### src/hw/rtl/sdf_pkg.sv
// shared constants and types for the signed decimal formatter
// no dependencies
package sdf_pkg;

	localparam int unsigned MAX_WIDTH  = 32;
	localparam int unsigned NUM_DIGITS = 10;
	localparam int unsigned BCD_W      = 4 * NUM_DIGITS;
	localparam int unsigned BIN_W      = 32;
	localparam int unsigned LEN_W      = 6;
	// two binary bits are folded in per step
	localparam int unsigned CONV_STEPS = BIN_W / 2;
	localparam int unsigned STEP_W     = $clog2(CONV_STEPS);

	localparam logic [7:0] ASCII_ZERO  = 8'h30;
	localparam logic [7:0] ASCII_MINUS = 8'h2D;

	// one job handed from the sequencer to the character emitter
	typedef struct packed {
		logic             negative;
		logic [LEN_W-1:0] req_width;
		logic [7:0]       fill;
		logic [BCD_W-1:0] bcd;
	} job_t;

endpackage

### src/hw/rtl/sdf_bcd_conv.sv
// iterative binary to bcd converter, shift and add-3, two bits per cycle
// depends on sdf_pkg
module sdf_bcd_conv
	import sdf_pkg::*;
(
	input  logic             clk,
	input  logic             arst_n,
	input  logic             start,
	input  logic [BIN_W-1:0] bin,
	output logic             done,
	output logic [BCD_W-1:0] bcd
);

	logic [BIN_W-1:0]  bin_q;
	logic [BCD_W-1:0]  bcd_q;
	logic [STEP_W-1:0] cnt_q;
	logic              busy_q;
	logic              done_q;
	logic [BCD_W-1:0]  adj1;
	logic [BCD_W-1:0]  step1;
	logic [BCD_W-1:0]  adj2;
	logic [BCD_W-1:0]  step2;

	function automatic logic [BCD_W-1:0] add3(input logic [BCD_W-1:0] d);
		logic [BCD_W-1:0] r;
		r = d;
		for (int i = 0; i < NUM_DIGITS; i++) begin
			if (d[4*i +: 4] >= 4'd5) begin
				r[4*i +: 4] = d[4*i +: 4] + 4'd3;
			end
		end
		return r;
	endfunction

	always_comb begin
		adj1  = add3(bcd_q);
		step1 = {adj1[BCD_W-2:0], bin_q[BIN_W-1]};
		adj2  = add3(step1);
		step2 = {adj2[BCD_W-2:0], bin_q[BIN_W-2]};
	end

	always_ff @(posedge clk or negedge arst_n) begin
		if (!arst_n) begin
			busy_q <= 1'b0;
			done_q <= 1'b0;
			cnt_q  <= '0;
		end else begin
			done_q <= 1'b0;
			if (start) begin
				busy_q <= 1'b1;
				cnt_q  <= '0;
			end else if (busy_q) begin
				cnt_q <= cnt_q + 1'b1;
				if (cnt_q == STEP_W'(CONV_STEPS - 1)) begin
					busy_q <= 1'b0;
					done_q <= 1'b1;
				end
			end
		end
	end

	always_ff @(posedge clk) begin
		if (start) begin
			bin_q <= bin;
			bcd_q <= '0;
		end else if (busy_q) begin
			bin_q <= {bin_q[BIN_W-3:0], 2'b00};
			bcd_q <= step2;
		end
	end

	assign done = done_q;
	assign bcd  = bcd_q;

endmodule

### src/hw/rtl/sdf_emitter.sv
// character sequencer: padding, sign and digits, one word per cycle while out_ready is high
// depends on sdf_pkg
module sdf_emitter
	import sdf_pkg::*;
(
	input  logic             clk,
	input  logic             arst_n,
	input  logic             start,
	input  job_t             job,
	output logic             finished,
	output logic             out_valid,
	input  logic             out_ready,
	output logic [7:0]       out_char,
	output logic             last,
	output logic [LEN_W-1:0] field_length
);

	logic             active_q;
	logic             ov_q;
	logic [7:0]       char_q;
	logic             last_q;
	logic [LEN_W-1:0] total_q;
	logic [LEN_W-1:0] pad_q;
	logic [LEN_W-1:0] k_q;
	logic             neg_q;
	logic [7:0]       fill_q;
	logic [BCD_W-1:0] bcd_q;

	logic [3:0]       ndig;
	logic [3:0]       text_len;
	logic [LEN_W-1:0] req_sat;
	logic [LEN_W-1:0] total;
	logic             load;
	logic [LEN_W-1:0] didx;
	logic [7:0]       next_char;

	// setup of the run from the converted digits
	always_comb begin
		ndig = 4'd1;
		for (int i = 1; i < NUM_DIGITS; i++) begin
			if (job.bcd[4*i +: 4] != 4'd0) begin
				ndig = 4'(i + 1);
			end
		end
		text_len = ndig + {3'b000, job.negative};
		req_sat  = (job.req_width > LEN_W'(MAX_WIDTH)) ? LEN_W'(MAX_WIDTH) : job.req_width;
		total    = (req_sat > {2'b00, text_len}) ? req_sat : {2'b00, text_len};
	end

	assign load = active_q && (!ov_q || out_ready);
	assign didx = total_q - 1'b1 - k_q;

	always_comb begin
		priority if (k_q < pad_q) begin
			next_char = fill_q;
		end else if (neg_q && (k_q == pad_q)) begin
			next_char = ASCII_MINUS;
		end else begin
			next_char = ASCII_ZERO | {4'h0, bcd_q[{didx[3:0], 2'b00} +: 4]};
		end
	end

	always_ff @(posedge clk or negedge arst_n) begin
		if (!arst_n) begin
			active_q <= 1'b0;
			ov_q     <= 1'b0;
			k_q      <= '0;
		end else begin
			if (start) begin
				active_q <= 1'b1;
				k_q      <= '0;
			end else if (load) begin
				k_q <= k_q + 1'b1;
				if (k_q == total_q - 1'b1) begin
					active_q <= 1'b0;
				end
			end
			if (load) begin
				ov_q <= 1'b1;
			end else if (out_ready) begin
				ov_q <= 1'b0;
			end
		end
	end

	always_ff @(posedge clk) begin
		if (start) begin
			total_q <= total;
			pad_q   <= total - {2'b00, text_len};
			neg_q   <= job.negative;
			fill_q  <= job.fill;
			bcd_q   <= job.bcd;
		end
		if (load) begin
			char_q <= next_char;
			last_q <= (k_q == total_q - 1'b1);
		end
	end

	assign finished     = ov_q && out_ready && last_q;
	assign out_valid    = ov_q;
	assign out_char     = char_q;
	assign last         = last_q;
	assign field_length = total_q;

endmodule

### src/hw/rtl/signed_decimal_formatter.sv
// signed decimal formatter: signed 32-bit value to padded ascii text
// first word offered after the bcd conversion, the run setup and the register of the first word,
// then one word per cycle while out_ready is high
// the conversion folds two bits per cycle through add-3 units chained in series
// reset (arst_n, asynchronous, active low) clears the sequencer and output valid
// depends on sdf_pkg, sdf_bcd_conv, sdf_emitter
module signed_decimal_formatter
	import sdf_pkg::*;
(
	input  logic             clk,
	input  logic             arst_n,
	input  logic             in_valid,
	output logic             in_ready,
	input  logic signed [31:0] value,
	input  logic [LEN_W-1:0] min_width,
	input  logic [7:0]       fill_char,
	output logic             out_valid,
	input  logic             out_ready,
	output logic [7:0]       out_char,
	output logic             last,
	output logic [LEN_W-1:0] field_length
);

	typedef enum logic [1:0] {
		ST_IDLE,
		ST_CONV,
		ST_EMIT
	} state_t;

	state_t           state_q;
	logic             neg_q;
	logic [LEN_W-1:0] req_q;
	logic [7:0]       fill_q;
	logic             in_acc;
	logic [BIN_W-1:0] raw;
	logic [BIN_W-1:0] mag;
	logic             conv_done;
	logic [BCD_W-1:0] conv_bcd;
	logic             emit_done;
	job_t             job;

	// one word in flight at a time; ready only between runs
	assign in_ready = (state_q == ST_IDLE);
	assign in_acc   = in_valid && in_ready;

	// magnitude taken as unsigned, so the most negative value comes out right
	assign raw = value;
	assign mag = raw[BIN_W-1] ? (~raw + 1'b1) : raw;

	always_ff @(posedge clk or negedge arst_n) begin
		if (!arst_n) begin
			state_q <= ST_IDLE;
		end else begin
			unique case (state_q)
				ST_IDLE: begin
					if (in_acc) begin
						state_q <= ST_CONV;
					end
				end
				ST_CONV: begin
					if (conv_done) begin
						state_q <= ST_EMIT;
					end
				end
				ST_EMIT: begin
					// back to idle once the final word of the run is taken
					if (emit_done) begin
						state_q <= ST_IDLE;
					end
				end
				default: state_q <= ST_IDLE;
			endcase
		end
	end

	// job fields held while the digits are worked out
	always_ff @(posedge clk) begin
		if (in_acc) begin
			neg_q  <= raw[BIN_W-1];
			req_q  <= min_width;
			fill_q <= fill_char;
		end
	end

	sdf_bcd_conv u_conv (
		.clk    (clk),
		.arst_n (arst_n),
		.start  (in_acc),
		.bin    (mag),
		.done   (conv_done),
		.bcd    (conv_bcd)
	);

	assign job = '{negative: neg_q, req_width: req_q, fill: fill_q, bcd: conv_bcd};

	sdf_emitter u_emit (
		.clk          (clk),
		.arst_n       (arst_n),
		.start        (conv_done),
		.job          (job),
		.finished     (emit_done),
		.out_valid    (out_valid),
		.out_ready    (out_ready),
		.out_char     (out_char),
		.last         (last),
		.field_length (field_length)
	);

	// no output word outside the emit phase
	a_out_in_emit: assert property (@(posedge clk) disable iff (!arst_n)
		out_valid |-> (state_q == ST_EMIT))
		else $error("output word outside emit phase");

	// a taken word that is not the last is followed at once by the next of the same run
	a_run_continues: assert property (@(posedge clk) disable iff (!arst_n)
		(out_valid && out_ready && !last) |=>
		(out_valid && (field_length == $past(field_length))))
		else $error("run broken or length changed");

	// after the final word the block drops valid and is ready for new input
	a_run_ends: assert property (@(posedge clk) disable iff (!arst_n)
		(out_valid && out_ready && last) |=> (!out_valid && in_ready))
		else $error("run did not end cleanly");

	// field length always covers at least one character
	a_len_nonzero: assert property (@(posedge clk) disable iff (!arst_n)
		out_valid |-> (field_length != '0))
		else $error("zero field length");

endmodule
### config.mk
export PLATFORM = sky130hd
export DESIGN_NAME = signed_decimal_formatter
export DESIGN_NICKNAME = d
export VERILOG_FILES = /design/src/hw/rtl/sdf_pkg.sv /design/src/hw/rtl/sdf_bcd_conv.sv /design/src/hw/rtl/sdf_emitter.sv /design/src/hw/rtl/signed_decimal_formatter.sv
export SDC_FILE = /design/constraint.sdc
export NUM_CORES = 1
export LEC_CHECK = 0
export BUFFER_PORTS_ARGS = -buffer_cell sky130_fd_sc_hd__buf_2
export CAP_MARGIN = 20
export CORE_AREA = 2 2 130 132
export DETAILED_ROUTE_END_ITERATION = 8
export DIE_AREA = 0 0 132 134
export GPL_TIMING_DRIVEN = 0
export MAX_ROUTING_LAYER = met4
export PLACE_DENSITY = 0.8
export SETUP_SLACK_MARGIN = 0.1
export SLEW_MARGIN = 20
export SYNTH_ARGS = -nofsm -noshare
export SYNTH_HDL_FRONTEND = slang
export SYNTH_SLANG_ARGS = --single-unit
### constraint.sdc
create_clock -name clk -period 5.7 [get_ports clk]
set_input_delay 0.285 -clock clk [delete_from_list [all_inputs] [get_ports clk]]
set_output_delay 0.285 -clock clk [all_outputs]
set_load 0.05 [all_outputs]
==> impl_metrics.ini <==
[routing]
wire_per_inst_um = 17.0
num_vias = 7243
wirelength_met1_um = 9170
top_layer = met4
viasPerCell = 5.86
drtPass1Iterations = 5
routed_wl_um = 21000
wl_met2_um = 10300
drc_errors = 0
ant_nets = 0
met3_length_um = 971
drt_iter0_markers = 579

[worst_hold_path]
whs_path_depth = 1
hold_class = primary input to register

[floorplanning]
die_h_um = 134
ioPinCount = 67
die_area_um2 = 17700
std_cell_rows = 47
start_util_pct = 59.8
core-area_um2 = 16300
die_x_um = 132

[sta]
finalHoldViolCount = 0
max_clock_freq_mhz = 188
finalSetupViolCount = 0
worstMarginPinSlew_ns = 0.801
fin_crit_ns = 5.33
rsz0062_at_grt = false
timing.final.ws_setup_ns = 0.371
period_share_pct = 93.5
finalSetupTns_ns = 0
slew-limit-headroom_pct = 46.6
slew_viol_final = 0
clock_skew_ns = 0.0103

[critical_path]
crit_path_end_kind = register
start_kind = register
rr_worst_depth = 21
cp_data_required_time_ns = 5.88
crit_fanout = 5
crit_type = register to register
arrival_ns = 5.51

[grt]
overflow = 0
grt_pass1_wl_um = 34400
grt_pass1_vias = 7002
grt_max_degree = 63
track_usage_pct = 25.4
antenna_found_initial = 0

[finish]
final_cells = 1235
drive_gt1_share_pct = 13.5
final_area_um2 = 11000
final_nets = 1116
n_antenna_cell = 0
syn_to_final_growth_pct = 12.5

[clock_network]
cts_setup_buffers = 0
cts_tree = yes
clk_pin_slew_ns = 0.07
cts-htree-levels = 4
numCtsBuffers = 17
clock-sinks = 173
clock_latency_ns = 0.43
clock_path_buffers = 2
clockRootBuffer = clkbuf_16

[synthesis]
synth_edf_count = 117
postSynth.asyncResetShare_pct = 9.25
synth.distinct_cells = 52
yosysSeqAreaShare_pct = 48.4
synthCells = 916
syn-cell-area_um2 = 9750
ys_warn_count = 0
synth_nets = 1030
ys_ff_latch = 173
synthFlopType = edfxtp_1
avgSynthCellArea_um2 = 10.6

[place]
placed_cells = 1202
place_area_um2 = 10400
post-dp-hpwl_um = 14900
pre_cts_ws_ns = 0.0783
gp_congestion = 0.869
portBuffers = 66

[power]
ir_worst_vdd_v = 0.000361
power.density_nw_per_um2 = 654
p_leak_nw = 4.56

[run]
maxCapViolCount = 0

[status]
outcome = finished clean
## flip-flops by register name, summed over array words and instances (netlist names)
name / flops
u_conv.cnt_q: 4
u_conv.bin_q: 32
u_emit.k_q: 6
neg_q: 1
u_emit.field_length: 6
req_q: 6
u_emit.out_char: 8
u_emit.pad_q: 6
u_emit.bcd_q: 40
u_emit.active_q: 1
u_emit.fill_q: 8
u_emit.neg_q: 1
u_emit.last: 1
u_emit.out_valid: 1
fill_q: 8
u_conv.done: 1
u_conv.busy_q: 1
state_q: 2
u_conv.bcd: 40
## cells by family after synthesis
| kind of cell | Yosys count | synth area share [%] |
|---|---|---|
| compound gates | 196 | 12.6 |
| xor+xnor | 67 | 6.02 |
| fa+ha+maj | 64 | 8.37 |
| buf+inv | 94 | 3.62 |
| flops | 173 | 48.4 |
| mux | 64 | 7.84 |
| simple gates | 258 | 13.2 |
## final timing paths
path                                from               end  slack, ns
setup / recovery           u_conv.bcd[4]   u_emit.pad_q[5]       0.37
min in group asynchronous         arst_n   u_conv.cnt_q[0]       0.32
hold reg to reg                fill_q[3]  u_emit.fill_q[3]       0.42
hold / removal              min_width[3]          req_q[3]       0.03
setup reg to reg           u_conv.bcd[4]   u_emit.pad_q[5]       0.37
max in group asynchronous         arst_n       u_conv.done       5.05
## metrics by stage
step           total power [W]  hold WS (ns)  util, %
6_report               0.00717        0.0262     67.3
2_1_floorplan          0.00513       -0.0106        -
3_5_place_dp           0.00597         0.235     63.6
3_3_place_gp           0.00581         0.232     63.6
4_1_cts                0.00715        0.0112     67.2
5_1_grt                0.00776       0.00787     67.3
## final cells by class
class | count | area [um^2]
flip-flops and latches | 173 | 4720
plain buffers | 28 | 106
fillers | 1229 | 5320
clock inverters | 13 | 140
repair buffers | 67 | 340
inverters | 66 | 248
clock buffers | 19 | 433
multi-input cells | 649 | 4710
well taps | 220 | 275
## per-layer routing
layer	global-route usage, %	vias up
met1	31.2	3517
li1	-	3479
met5	-	-
met4	9.42	0
met2	42.4	203
met3	4.35	44
## power by group
group / switching, W / internal [W]
clock network: 0.000485 / 0.000649
logic: 0.00219 / 0.00156
registers: 0.000350 / 0.00193
total: 0.00303 / 0.00414
## critical path: stages (launching register included)
cell and delay, ns:
dfxtp_1 0.41, inv_1 0.10, ha_1 0.27, nor3b_1 0.18, o21ai_1 0.20, a21boi_1 0.13
o41ai_2 0.28, a21boi_0 0.16, ha_1 0.22, ha_1 0.32, inv_1 0.14, ha_1 0.29
a211oi_2 0.33, a21oi_1 0.11, nand3_1 0.13, o311ai_4 0.16, mux2_1 0.43, ha_1 0.30
a21o_1 0.18, a21o_1 0.20, a21oi_1 0.18, mux2_2 0.35
## cells in the mapped netlist (6+ instances only)
cell      instances  share of area, %
edfxtp_1        117                36
nand2_1          95               3.7
inv_1            66               2.5
ha_1             62               8.0
o21ai_0          61               3.1
a21oi_1          60               3.1
nor2_1           56               2.2
dfxtp_1          40               8.2
xor2_1           39               3.5
mux2i_1          37               3.8
nand2b_1         29               1.9
xnor2_1          28               2.5
clkbuf_1         25              0.96
nor3b_1          20               1.5
mux2_2           17               2.0
dfrtp_1          16               4.1
o31ai_1          14               1.1
o41ai_1          14               1.3
or3_1            14              0.90
o21ai_1           9              0.46
a22oi_1           8              0.62
mux4_2            8               1.8
nand3_1           8              0.41
nor2b_1           6              0.39
## repair_timing
item,4_1_cts,5_1_grt
hold buffers,1,0
endpoints found under the setup margin,1,2
hold endpoints to repair,16,0
gates resized for setup,1,5
## placed cells by master, fill, tap and decap left out, types with 26 or more instances in the layout
cell | synthesis | layout
a21oi_1 | 60 | 60
buf_2 | 0 | 66
clkbuf_1 | 25 | 26
dfxtp_1 | 40 | 40
edfxtp_1 | 117 | 117
ha_1 | 62 | 62
inv_1 | 66 | 66
mux2i_1 | 37 | 37
nand2_1 | 95 | 95
nand2b_1 | 29 | 28
nor2_1 | 56 | 56
o21ai_0 | 61 | 60
xnor2_1 | 28 | 28
xor2_1 | 39 | 39
(Power assumes the default switching activity.)
